### config.mk
export PLATFORM = sky130hd
export DESIGN_NAME = ata_pio_command_issuer_unit
export DESIGN_NICKNAME = d
export VERILOG_FILES = /design/src/hdl/apci_pkg.sv /design/src/hdl/apci_chk.sv /design/src/hdl/apci_addr.sv /design/src/hdl/apci_seq.sv /design/src/hdl/ata_pio_command_issuer_unit.sv
export SDC_FILE = /design/constraint.sdc
export NUM_CORES = 1
export LEC_CHECK = 0
export ABC_AREA = 1
export BUFFER_PORTS_ARGS = -buffer_cell sky130_fd_sc_hd__clkbuf_2
export CORE_MARGIN = 2
export CORE_UTILIZATION = 63
export DETAILED_ROUTE_END_ITERATION = 8
export MAX_ROUTING_LAYER = met4
export PLACE_DENSITY = 0.81
export SLEW_MARGIN = 5
export SYNTH_ARGS = -nofsm -noshare
export SYNTH_HDL_FRONTEND = slang
export SYNTH_SLANG_ARGS = --single-unit
export TNS_END_PERCENT = 1
### constraint.sdc
create_clock -name clk -period 6.9 [get_ports clk]
set_clock_uncertainty 0.05 [all_clocks]
set_input_delay 0.69 -clock clk [delete_from_list [all_inputs] [get_ports clk]]
set_output_delay 0.69 -clock clk [all_outputs]
set_load 0.005 [all_outputs]
### src/hdl/apci_pkg.sv
// shared types, codes and constants of the ata pio command issuer
// no dependencies
package apci_pkg;

	localparam logic [2:0] ACT_WRITE  = 3'd0;
	localparam logic [2:0] ACT_DUMMY  = 3'd1;
	localparam logic [2:0] ACT_BUSY   = 3'd2;
	localparam logic [2:0] ACT_DRQ    = 3'd3;
	localparam logic [2:0] ACT_PACKET = 3'd4;
	localparam logic [2:0] ACT_DATA   = 3'd5;
	localparam logic [2:0] ACT_ERROR  = 3'd6;

	localparam logic [1:0] ST_OK       = 2'd0;
	localparam logic [1:0] ST_NO_DRIVE = 2'd1;
	localparam logic [1:0] ST_RANGE    = 2'd2;
	localparam logic [1:0] ST_ATAPI_WR = 2'd3;

	localparam logic [2:0] CFG_PRESENT  = 3'd0;
	localparam logic [2:0] CFG_ATAPI    = 3'd1;
	localparam logic [2:0] CFG_LBA_CAP  = 3'd2;
	localparam logic [2:0] CFG_POSITION = 3'd3;
	localparam logic [2:0] CFG_SIZE_0   = 3'd4;
	localparam logic [2:0] CFG_SIZE_1   = 3'd5;
	localparam logic [2:0] CFG_SIZE_2   = 3'd6;
	localparam logic [2:0] CFG_SIZE_3   = 3'd7;

	// floor(x / 63) = (x * RECIP_63) >> 34 for every x below 2^28
	localparam logic [28:0] RECIP_63 = 29'd272696337;
	localparam int          RECIP_SH = 34;

	localparam logic [4:0] STEP_ATA_LAST   = 5'd20;
	localparam logic [4:0] STEP_ATAPI_LAST = 5'd17;
	localparam logic [4:0] STEP_SEL        = 5'd2;
	localparam logic [4:0] STEP_COUNT      = 5'd15;

	typedef enum logic [1:0] {
		K_ATA,
		K_ATAPI,
		K_ERR
	} kind_t;

	typedef struct packed {
		logic [3:0]  present;
		logic [3:0]  atapi;
		logic [3:0]  lba_cap;
		logic [7:0]  position;
		logic [31:0] size0;
		logic [31:0] size1;
		logic [31:0] size2;
		logic [31:0] size3;
	} cfg_t;

	typedef struct packed {
		kind_t       kind;
		logic [1:0]  status;
		logic        wr;
		logic        ch;
		logic        slave;
		logic        lba_cap;
		logic [31:0] lba;
		logic [7:0]  cnt;
	} chk_t;

	typedef struct packed {
		kind_t       kind;
		logic [1:0]  status;
		logic        ch;
		logic        slave;
		logic        lba48;
		logic [31:0] lba;
		logic [7:0]  cnt;
		logic [7:0]  sel;
		logic [7:0]  cmd;
		logic [7:0]  b0;
		logic [7:0]  b1;
		logic [7:0]  b2;
	} desc_t;

endpackage

### src/hdl/apci_chk.sv
// input register and request checks (stages one and two)
// depends on apci_pkg
module apci_chk (
	input  logic                clk,
	input  logic                arst_n,
	input  apci_pkg::cfg_t      cfg,
	input  logic                in_valid,
	output logic                in_stall,
	input  logic                is_write,
	input  logic [7:0]          drive_slot,
	input  logic [31:0]         start_lba,
	input  logic [7:0]          sector_count,
	output logic                o_vld,
	input  logic                o_rdy,
	output apci_pkg::chk_t      o_chk
);
	logic        vld_s1, vld_s2, rdy_s1, rdy_s2;
	logic        wr_s1;
	logic [7:0]  slot_s1, cnt_s1;
	logic [31:0] lba_s1;
	apci_pkg::chk_t chk_s2, chk_d;
	logic [1:0]  sl;
	logic [31:0] size_sel, end_lba;

	assign rdy_s2   = !vld_s2 || o_rdy;
	assign rdy_s1   = !vld_s1 || rdy_s2;
	assign in_stall = !rdy_s1;

	always_ff @(posedge clk or negedge arst_n) begin
		if (!arst_n) begin
			vld_s1 <= 1'b0;
			vld_s2 <= 1'b0;
		end else begin
			if (rdy_s1) vld_s1 <= in_valid;
			if (rdy_s2) vld_s2 <= vld_s1;
		end
	end

	always_ff @(posedge clk) begin
		if (rdy_s1 && in_valid) begin
			wr_s1   <= is_write;
			slot_s1 <= drive_slot;
			lba_s1  <= start_lba;
			cnt_s1  <= sector_count;
		end
		if (rdy_s2 && vld_s1) chk_s2 <= chk_d;
	end

	always_comb begin
		sl = slot_s1[1:0];
		case (sl)
			2'd0:    size_sel = cfg.size0;
			2'd1:    size_sel = cfg.size1;
			2'd2:    size_sel = cfg.size2;
			default: size_sel = cfg.size3;
		endcase
		end_lba = lba_s1 + {24'd0, cnt_s1} - 32'd1;
		chk_d.wr      = wr_s1;
		chk_d.ch      = cfg.position[{sl, 1'b0}];
		chk_d.slave   = cfg.position[{sl, 1'b1}];
		chk_d.lba_cap = cfg.lba_cap[sl];
		chk_d.lba     = lba_s1;
		chk_d.cnt     = cnt_s1;
		chk_d.kind    = apci_pkg::K_ERR;
		if (slot_s1[7:2] != 6'd0 || !cfg.present[sl])
			chk_d.status = apci_pkg::ST_NO_DRIVE;
		else if (end_lba > size_sel)
			chk_d.status = apci_pkg::ST_RANGE;
		else if (cfg.atapi[sl] && wr_s1)
			chk_d.status = apci_pkg::ST_ATAPI_WR;
		else begin
			chk_d.status = apci_pkg::ST_OK;
			chk_d.kind   = cfg.atapi[sl] ? apci_pkg::K_ATAPI : apci_pkg::K_ATA;
		end
	end

	assign o_vld = vld_s2;
	assign o_chk = chk_s2;

endmodule

### src/hdl/apci_addr.sv
// chs split by reciprocal multiply and taskfile byte build (stages three and four)
// depends on apci_pkg
module apci_addr (
	input  logic            clk,
	input  logic            arst_n,
	input  logic            i_vld,
	output logic            i_rdy,
	input  apci_pkg::chk_t  i_chk,
	output logic            o_vld,
	input  logic            o_rdy,
	output apci_pkg::desc_t o_desc
);
	logic            vld_s3, vld_s4, rdy_s3, rdy_s4;
	apci_pkg::chk_t  chk_s3;
	logic [22:0]     q_s3;
	logic [56:0]     prod;
	apci_pkg::desc_t desc_s4, desc_d;
	logic [28:0]     q63;
	logic [5:0]      rem;
	logic [3:0]      head;
	logic            mode48, chs;

	assign rdy_s4 = !vld_s4 || o_rdy;
	assign rdy_s3 = !vld_s3 || rdy_s4;
	assign i_rdy  = rdy_s3;
	assign prod   = i_chk.lba[27:0] * apci_pkg::RECIP_63;

	always_ff @(posedge clk or negedge arst_n) begin
		if (!arst_n) begin
			vld_s3 <= 1'b0;
			vld_s4 <= 1'b0;
		end else begin
			if (rdy_s3) vld_s3 <= i_vld;
			if (rdy_s4) vld_s4 <= vld_s3;
		end
	end

	always_ff @(posedge clk) begin
		if (rdy_s3 && i_vld) begin
			chk_s3 <= i_chk;
			q_s3   <= prod[56:apci_pkg::RECIP_SH];
		end
		if (rdy_s4 && vld_s3) desc_s4 <= desc_d;
	end

	always_comb begin
		q63    = {q_s3, 6'd0} - {6'd0, q_s3};
		rem    = 6'(chk_s3.lba[28:0] - q63);
		mode48 = chk_s3.lba[31:28] != 4'd0;
		chs    = !mode48 && !chk_s3.lba_cap;
		desc_d.kind   = chk_s3.kind;
		desc_d.status = chk_s3.status;
		desc_d.ch     = chk_s3.ch;
		desc_d.slave  = chk_s3.slave;
		desc_d.lba48  = mode48;
		desc_d.lba    = chk_s3.lba;
		desc_d.cnt    = chk_s3.cnt;
		if (chs) begin
			desc_d.b0 = {2'd0, rem} + 8'd1;
			desc_d.b1 = q_s3[11:4];
			desc_d.b2 = q_s3[19:12];
			head      = q_s3[3:0];
		end else begin
			desc_d.b0 = chk_s3.lba[7:0];
			desc_d.b1 = chk_s3.lba[15:8];
			desc_d.b2 = chk_s3.lba[23:16];
			head      = mode48 ? 4'd0 : chk_s3.lba[27:24];
		end
		desc_d.sel = (chs ? 8'hA0 : 8'hE0) | {3'd0, chk_s3.slave, head};
		if (mode48) desc_d.cmd = chk_s3.wr ? 8'h34 : 8'h24;
		else        desc_d.cmd = chk_s3.wr ? 8'h30 : 8'h20;
	end

	assign o_vld  = vld_s4;
	assign o_desc = desc_s4;

endmodule

### src/hdl/apci_seq.sv
// access sequencer: walks one request descriptor, one word per cycle while out_stall is low, into the output register
// depends on apci_pkg
module apci_seq (
	input  logic            clk,
	input  logic            arst_n,
	input  logic            i_vld,
	output logic            i_rdy,
	input  apci_pkg::desc_t i_desc,
	output logic            out_valid,
	input  logic            out_stall,
	output logic [2:0]      action,
	output logic            channel,
	output logic            port_block,
	output logic [2:0]      reg_offset,
	output logic [15:0]     reg_data,
	output logic [1:0]      status,
	output logic            last
);
	logic            busy_q, ov_q;
	logic [4:0]      step_q;
	apci_pkg::desc_t d_q;
	logic            emit, load, is_last;
	logic [2:0]      act, off;
	logic            blk;
	logic [15:0]     dat;
	logic [4:0]      step_nx;

	assign emit  = busy_q && (!ov_q || !out_stall);
	assign load  = i_vld && (!busy_q || (emit && is_last));
	assign i_rdy = !busy_q || (emit && is_last);

	always_comb begin
		case (d_q.kind)
			apci_pkg::K_ERR:   is_last = 1'b1;
			apci_pkg::K_ATAPI: is_last = step_q == apci_pkg::STEP_ATAPI_LAST;
			default:           is_last = step_q == apci_pkg::STEP_ATA_LAST;
		endcase
		if (d_q.kind == apci_pkg::K_ATA && step_q == apci_pkg::STEP_SEL && !d_q.lba48)
			step_nx = apci_pkg::STEP_COUNT;
		else
			step_nx = step_q + 5'd1;
	end

	always_comb begin
		act = apci_pkg::ACT_WRITE;
		blk = 1'b0;
		off = 3'd0;
		dat = 16'd0;
		case (d_q.kind)
			apci_pkg::K_ERR: act = apci_pkg::ACT_ERROR;
			apci_pkg::K_ATAPI: begin
				case (step_q)
					5'd0: begin blk = 1'b1; off = 3'd2; end
					5'd1: begin off = 3'd6; dat = {11'd0, d_q.slave, 4'd0}; end
					5'd2, 5'd3, 5'd4, 5'd5: begin
						act = apci_pkg::ACT_DUMMY; blk = 1'b1; off = 3'd2;
					end
					5'd6: off = 3'd1;
					5'd7: off = 3'd4;
					5'd8: begin off = 3'd5; dat = 16'h0008; end
					5'd9: begin off = 3'd7; dat = 16'h00A0; end
					5'd10: begin act = apci_pkg::ACT_DRQ; off = 3'd7; end
					5'd11: begin act = apci_pkg::ACT_PACKET; dat = 16'h00A8; end
					5'd12: begin
						act = apci_pkg::ACT_PACKET; dat = {d_q.lba[23:16], d_q.lba[31:24]};
					end
					5'd13: begin
						act = apci_pkg::ACT_PACKET; dat = {d_q.lba[7:0], d_q.lba[15:8]};
					end
					5'd15: begin act = apci_pkg::ACT_PACKET; dat = {d_q.cnt, 8'd0}; end
					5'd14, 5'd16: act = apci_pkg::ACT_PACKET;
					default: begin act = apci_pkg::ACT_DATA; dat = {8'd0, d_q.cnt}; end
				endcase
			end
			default: begin
				case (step_q)
					5'd0, 5'd5, 5'd8, 5'd11, 5'd14: begin
						blk = 1'b1; off = 3'd2; dat = 16'h0002;
					end
					5'd3, 5'd6, 5'd9, 5'd12: begin
						blk = 1'b1; off = 3'd2; dat = 16'h0082;
					end
					5'd1: begin act = apci_pkg::ACT_BUSY; off = 3'd7; end
					5'd2: begin off = 3'd6; dat = {8'd0, d_q.sel}; end
					5'd4: off = 3'd2;
					5'd7: begin off = 3'd3; dat = {8'd0, d_q.lba[31:24]}; end
					5'd10: off = 3'd4;
					5'd13: off = 3'd5;
					5'd15: begin off = 3'd2; dat = {8'd0, d_q.cnt}; end
					5'd16: begin off = 3'd3; dat = {8'd0, d_q.b0}; end
					5'd17: begin off = 3'd4; dat = {8'd0, d_q.b1}; end
					5'd18: begin off = 3'd5; dat = {8'd0, d_q.b2}; end
					5'd19: begin off = 3'd7; dat = {8'd0, d_q.cmd}; end
					default: begin act = apci_pkg::ACT_DATA; dat = {8'd0, d_q.cnt}; end
				endcase
			end
		endcase
	end

	always_ff @(posedge clk or negedge arst_n) begin
		if (!arst_n) begin
			busy_q <= 1'b0;
			ov_q   <= 1'b0;
			step_q <= 5'd0;
		end else begin
			if (emit) ov_q <= 1'b1;
			else if (!out_stall) ov_q <= 1'b0;
			if (load) begin
				busy_q <= 1'b1;
				step_q <= 5'd0;
			end else if (emit) begin
				if (is_last) busy_q <= 1'b0;
				step_q <= step_nx;
			end
		end
	end

	always_ff @(posedge clk) begin
		if (load) d_q <= i_desc;
		if (emit) begin
			action     <= act;
			channel    <= (d_q.kind == apci_pkg::K_ERR) ? 1'b0 : d_q.ch;
			port_block <= blk;
			reg_offset <= off;
			reg_data   <= dat;
			status     <= d_q.status;
			last       <= is_last;
		end
	end

	assign out_valid = ov_q;

	a_err_last: assert property (@(posedge clk) disable iff (!arst_n)
		ov_q && action == apci_pkg::ACT_ERROR |-> last)
		else $error("error word without last");
	a_step_range: assert property (@(posedge clk) disable iff (!arst_n)
		busy_q |-> step_q <= apci_pkg::STEP_ATA_LAST)
		else $error("step counter out of range");
	a_done: assert property (@(posedge clk) disable iff (!arst_n)
		emit && is_last && !load |=> !busy_q)
		else $error("sequencer stays busy after last word");
	a_load_idle: assert property (@(posedge clk) disable iff (!arst_n)
		load |-> !busy_q || is_last)
		else $error("descriptor loaded over a running request");

endmodule

### src/hdl/ata_pio_command_issuer_unit.sv
// top level of the ata pio command issuer: config registers, checks, address build, sequencer
// depends on apci_pkg, apci_chk, apci_addr, apci_seq
//
// channel | handshake            | payload
// in      | in_valid / in_stall  | is_write, drive_slot, start_lba, sector_count
// out     | out_valid / out_stall| action, channel, port_block, reg_offset, reg_data, status, last
// cfg     | cfg_we               | cfg_index, cfg_data
//
// a request passes four register stages (input, checks, divide by 63, byte build)
// and then the sequencer sends one word per cycle while out_stall is low: 1 word for an
// error, 9 for lba28/chs, 21 for lba48, 18 for atapi
// new requests fill the front stages while the sequencer runs
// reset clears all valid bits, the sequencer and the config registers
// out_stall holds the output word and backs up through the stages to in_stall
module ata_pio_command_issuer_unit (
	input  logic        clk,
	input  logic        arst_n,
	input  logic        cfg_we,
	input  logic [2:0]  cfg_index,
	input  logic [31:0] cfg_data,
	input  logic        in_valid,
	output logic        in_stall,
	input  logic        is_write,
	input  logic [7:0]  drive_slot,
	input  logic [31:0] start_lba,
	input  logic [7:0]  sector_count,
	output logic        out_valid,
	input  logic        out_stall,
	output logic [2:0]  action,
	output logic        channel,
	output logic        port_block,
	output logic [2:0]  reg_offset,
	output logic [15:0] reg_data,
	output logic [1:0]  status,
	output logic        last
);
	// slot configuration; the user must write it only while idle, the block does not enforce this
	apci_pkg::cfg_t  cfg_q;
	// check stage to address stage
	logic            chk_vld, chk_rdy;
	apci_pkg::chk_t  chk;
	// address stage to sequencer
	logic            desc_vld, desc_rdy;
	apci_pkg::desc_t desc;

	always_ff @(posedge clk or negedge arst_n) begin
		if (!arst_n) begin
			cfg_q <= '0;
		end else if (cfg_we) begin
			unique case (cfg_index)
				apci_pkg::CFG_PRESENT:  cfg_q.present  <= cfg_data[3:0];
				apci_pkg::CFG_ATAPI:    cfg_q.atapi    <= cfg_data[3:0];
				apci_pkg::CFG_LBA_CAP:  cfg_q.lba_cap  <= cfg_data[3:0];
				apci_pkg::CFG_POSITION: cfg_q.position <= cfg_data[7:0];
				apci_pkg::CFG_SIZE_0:   cfg_q.size0    <= cfg_data;
				apci_pkg::CFG_SIZE_1:   cfg_q.size1    <= cfg_data;
				apci_pkg::CFG_SIZE_2:   cfg_q.size2    <= cfg_data;
				default:                cfg_q.size3    <= cfg_data;
			endcase
		end
	end

	// slot checks and error code
	apci_chk u_chk (
		.clk(clk), .arst_n(arst_n), .cfg(cfg_q),
		.in_valid(in_valid), .in_stall(in_stall),
		.is_write(is_write), .drive_slot(drive_slot),
		.start_lba(start_lba), .sector_count(sector_count),
		.o_vld(chk_vld), .o_rdy(chk_rdy), .o_chk(chk)
	);

	// chs split and taskfile bytes
	apci_addr u_addr (
		.clk(clk), .arst_n(arst_n),
		.i_vld(chk_vld), .i_rdy(chk_rdy), .i_chk(chk),
		.o_vld(desc_vld), .o_rdy(desc_rdy), .o_desc(desc)
	);

	// register access sequence
	apci_seq u_seq (
		.clk(clk), .arst_n(arst_n),
		.i_vld(desc_vld), .i_rdy(desc_rdy), .i_desc(desc),
		.out_valid(out_valid), .out_stall(out_stall),
		.action(action), .channel(channel), .port_block(port_block),
		.reg_offset(reg_offset), .reg_data(reg_data),
		.status(status), .last(last)
	);

endmodule

After elaboration in Yosys (flattened, before gate mapping)
Cells that the tools add are included. W data, S select, Z words.

Bits in read-only memories: 0. Memories: 0. Word-level logic and storage cells: 218. Bits in latches: 0. Bits in writable memories: 0. Flip-flop bits (word level): 525.

Order comparisons: 4. Reduce and logical (&&, ||, !) cells: 65. Equality and inequality tests: 31. $add $sub $neg: 6. Muxes and demuxes: 42. Shifts and indexed selects: 0. Bitwise gates (word level): 2. Multipliers: 1. Divide/modulo/power cells: 0.

Operators by type and width (number): $pmux W16 S8 (1); $pmux W32 S3 (1); $pmux W8 S9 (1); $mul A28 B29 Y54 const B (1); $eq A5 B4 Y1 const B (8); $pmux W3 S6 (2); $add A32 B8 Y32 (1); $gt A32 B32 Y1 (1); $pmux W16 S2 (1); $sub A32 B1 Y32 const B (1); $eq A5 B5 Y1 const B (5); $mux W5 (5); $mux W24 (1); $eq A5 B3 Y1 const B (4); $reduce_or A19 Y1 (1); $pmux W3 S2 (3); $reduce_and A2 Y1 (9); $mux W1 (13); $logic_not A1 Y1 (12); $pmux W3 S4 (1); $reduce_or A4 Y1 (3); $reduce_or A6 Y1 (2); $logic_and A1 B1 Y1 (11); $reduce_or A11 Y1 (1); 35 further kinds (62).

Depth between registers and ports, before layout
Word-level depth: 10. Depth in mapped cells: 26. Depth with buffers taken out: 26.

Modules after synthesis
A second synthesis with hierarchy kept.

Cells, all modules: 3372. Area total of the unflattened synthesis: 30070.1 um2.

By module, submodules not included: apci_addr (sequential area each 4404.2 um2, cells each 1432, times used 1, area each 12162.9 um2); apci_chk (sequential area each 2962.8 um2, cells each 791, times used 1, area each 6786.5 um2); ata_pio_command_issuer_unit (sequential area each 3703.6 um2, cells each 652, times used 1, area each 5688.0 um2); apci_seq (sequential area each 3598.5 um2, cells each 497, times used 1, area each 5432.7 um2).

Worst setup path before layout
Ideal clock, no wire load.

Path kind: reg2reg. Start point: register u_seq.step_q[1]. End point: register u_seq.d_q[0] (netlist name) (enable). Stages on the path, launching flop included: 9. Required time: 6.330 ns. Clock period less this slack: 5.141 ns. Slack: 1.759 ns. Data arrival time: 4.571 ns. Cells stage by stage: dfrtp_1 inv_1 ha_1 nand2_1 nor2_2 nand2_1 nand3_2 a21oi_2 nor2_1.

Cells in the longest elaborated chain, start to end: 5.

RTL lines: start, declared (line apci_seq.sv:20) `logic [4:0] step_q;`; start signal, assigned (line apci_seq.sv:113) `step_q <= step_nx;`; $eq A5 B5 Y1 (on tied branches) (line apci_seq.sv:36, apci_seq.sv:35); $pmux W1 S2 (*) (line apci_seq.sv:33) `case (d_q.kind)`; named net u_seq.is_last (line apci_seq.sv:22) `logic emit, load, is_last;`; $logic_and A1 B1 Y1 (*) (line apci_seq.sv:29) `assign load = i_vld && (!busy_q || (emit && is_last));`; $logic_or A1 B1 Y1 (*) (line apci_seq.sv:29); $logic_and A1 B1 Y1 (*) (line apci_seq.sv:29); named net u_seq.load (line apci_seq.sv:22); end signal, assigned (line apci_seq.sv:119) `if (load) d_q <= i_desc;`; end, declared (line apci_seq.sv:21) `apci_pkg::desc_t d_q;`.

Mark *: on every way through the listed nets, which the timed path passes. The rest lies on a longest branch. A chain may end at the register's enable or synchronous reset.

Worst setup path in the final report
Start point: register u_chk.chk_s2 (netlist bit u_chk.o_chk[31]). End point: register u_addr.q_s3[0], data pin.

Cells in the longest elaborated chain, start to end: 1.

RTL lines: start, declared (line apci_chk.sv:21) `apci_pkg::chk_t chk_s2, chk_d;`; start signal, assigned (line apci_chk.sv:46) `if (rdy_s2 && vld_s1) chk_s2 <= chk_d;`; $mul A28 B29 Y54 (line apci_addr.sv:26) `assign prod = i_chk.lba[27:0] * apci_pkg::RECIP_63;`; named net u_addr.prod[34] (line apci_addr.sv:16) `logic [56:0] prod;`; end signal, assigned (line apci_addr.sv:41) `q_s3 <= prod[56:apci_pkg::RECIP_SH];`; end, declared (line apci_addr.sv:15) `logic [22:0] q_s3;`.

The timed path passes the listed nets, and every way through them passes these cells.

==> summary.txt <==
Synth Area in Adders = 0.1540
worst-margin pin slew = 1.114 ns
H-tree depth = 2
root buf cell = clkbuf_16
RSZ-0062 raised after global routing = no
mux contribution to synthesized area = 0
crit path max-delay cell type = fa_1
commonest non-fill, non-tap cell in the layout = nand2_1
Post-Syn Area per Cell = 9.526 µm²
CTS tree = done
commonest cells after routing, fill and taps aside = nand2_1, inv_1, edfxtp_1, o21ai_0, ha_1
Yosys top cell area share = 0.3644
Worst EP required = 7.24 ns
Post-synth EDFFs = 346
CP Cell Sequence = ha_1 -> ha_1 -> fa_1 -> fa_1 -> inv_1 -> fa_1 -> inv_1 -> fa_1 -> ha_1 -> a21oi_1 -> o21ai_0 -> a21oi_1 -> nand2_1 -> inv_1 -> nand2_1 -> xor2_1
Slew Limit Fails = 0
Compound-Gate Fraction of Synth Area = 0.09141
Final Core Density = 0.7098
Die Footprint = 46980 µm²
Top delay family on crit path = adder cells
vias in the first global route = 22540
Synth async-reset ratio = 0.3149
Die H = 216.7 µm
largest net degree at the start of global routing = 89
iteration-0 DRC count of the detailed router = 2722
Mapped Cells = 2993
first-pass GRT wire length = 129.5 mm
multi-input logic area = 12390 µm²
routed wire length per instance = 22.58 µm
mapped cell area = 28510 µm²
Area growth syn-to-layout = 10.57%
Simple-Gate Fraction of Synth Area = 0.1771
final setup violating endpoints = 0
gpl congestion = 1.002
worst min-delay path category = input port to asynchronous set/reset pin
Critical Path Start Type = register
I/O pins = 118
Max-slew headroom = 0.2563
Worst setup EP type = register
largest family of logic cells by synthesized area = simple AND/OR/NAND/NOR gates
clk slew on worst S/H paths = 0.07 ns
antenna violations before repair = 4
DP Wirelength = 64.00 mm
Final #Nets = 3529
top cells by area, synth = edfxtp_1, dfrtp_1, ha_1
Max clock buf depth = 3
status = finished, final reports clean
CTS Buf Count = 52
core footprint = 44410 µm²
residual DRC count = 0
Critical path buffers and inverters = 3
Post-CTS Setup Inserts = 0
Total Negative Setup Slacks = 0 ns
crit-path max FO = 5
warning count from the yosys run = 0
Skew-Pair Late Insertion Delay = 0.60 ns
First-pass DRT Iterations = 9
Die W = 216.7 µm
TritonCTS Sinks = 505
Synth area leader = edfxtp_1
final antenna-violating net count = 0
FMAX = 195.5 MHz
max-cap check violation count = 0
Seq/Total Area, Yosys = 0.5039
starting density of the core = 0.6420
# fillers = 3061
number of synthesized register bits = 505
Period Utilization, post-route = 0.7413
cts hold-fix bufs = 0
Overflow after GRT = 0
share of cells above drive strength 1 = 0.08557
Fin. Hold Viols = 0
Post-Synth XOR/XNOR Area = 0.01044
syn nets = 3397
WS Path Type = register to register
most frequent CP cell = fa_1
Worst Path Arrival = 5.46 ns
via count = 22890
Max stage delay on crit path = 0.54 ns
sequential cell area = 14370 µm²
vias per cell = 6.082
post-synth cell types = 54
Routed WL = 84.97 mm
Total GRT Usage = 0.3768
Tmin final = 5.115 ns
Top FF cell, synth = edfxtp_1
post_cts resized = 0
num rows = 77
Port Buffers = 117
==> area by class of cell <==
| type | count | share of cell area |
|---|---|---|
| Sequential cell | 505 | 0.4558 |
| Multi-Input combinational cell | 2020 | 0.3930 |
| Clock buffer | 79 | 0.04933 |
| Inverter | 415 | 0.04941 |
| Clock inverter | 17 | 0.006588 |
| Tap cell | 592 | 0.02350 |
| Timing Repair Buffer | 131 | 0.02211 |
| Antenna cell | 4 | 0.0003175 |
==> metal layers <==
layer,vias up,share of wire,global-route usage
met5,-,0,-
met4,0,0.053,0.1712
met3,329,0.083,0.05590
met2,1344,0.46,0.5837
met1,10890,0.40,0.4975
li1,10330,-,-
==> worst register-to-register path, delay by kind of cell (launching register included) <==
| kind | cells | cell delay, ns |
|---|---|---|
| DFF | 1 | 0.51 |
| and+or+nand+nor | 2 | 0.26 |
| adders and majority gates | 7 | 2.81 |
| xor gates and xnor gates | 1 | 0.33 |
| AOI/OAI and AO/OA | 3 | 0.77 |
| buffers and inverters | 3 | 0.19 |
==> registers in the layout (all words and copies together) (netlist names), 5 cells and up <==
name / count
u_chk.cnt_s1: 8
u_chk.o_chk: 48
u_seq.step_q: 5
cfg_q: 148
u_seq.d_q: 77
u_addr.chk_s3: 48
u_chk.slot_s1: 8
u_addr.o_desc: 77
u_addr.q_s3: 20
u_chk.lba_s1: 32
u_seq.reg_data: 16
==> per-stage QoR <==
step	std cells	hold slack, ns	area, µm²	worst slack [ns]
floorplan	2993	0.3444	28510	1.759
global placement	3663	0.3508	29750	1.844
detailed placement	3663	0.3545	29750	1.829
CTS	3759	0.04953	31520	1.837
global route	3762	0.08584	31520	1.609
finish	3763	0.04179	31530	1.785
==> Yosys cell counts (10+ instances only) <==
library cell	count
a21oi_1	159
clkbuf_1	42
dfrtp_1	159
edfxtp_1	346
fa_1	60
ha_1	255
inv_1	405
nand2_1	720
nand2_2	10
nand3_1	135
nand4_1	50
nor2_1	199
nor3_1	30
o21ai_0	263
xor2_1	25
==> logic make-up (layout without fill, tap and decap cells) <==
kind of cell,Yosys count,count (layout)
AND/OR/NAND/NOR,1187,1187
buffers and inverters,468,642
AO/OA/AOI/OAI,484,484
other,0,4
adder cells (fa/ha/maj),315,315
XOR/XNOR,34,34
flip-flops,505,505
==> path summary, 6_finish.rpt <==
path,cells after the start,from,end,slack [ns]
worst max-delay path,16,u_chk.o_chk[31],u_addr.q_s3[0],1.79
worst min-delay path,1,arst_n,u_chk.o_vld,0.04
worst max register to register,16,u_chk.o_chk[31],u_addr.q_s3[0],1.79
worst min register to register,0,u_addr.chk_s3[5],u_addr.o_desc[45],0.37
max in group asynchronous,2,arst_n,cfg_q[83],5.19
min in group clk,1,drive_slot[1],u_chk.slot_s1[1],0.21
Power is not shown: default switching activity piles up to over one toggle a cycle in this logic, so the estimate is an artifact.
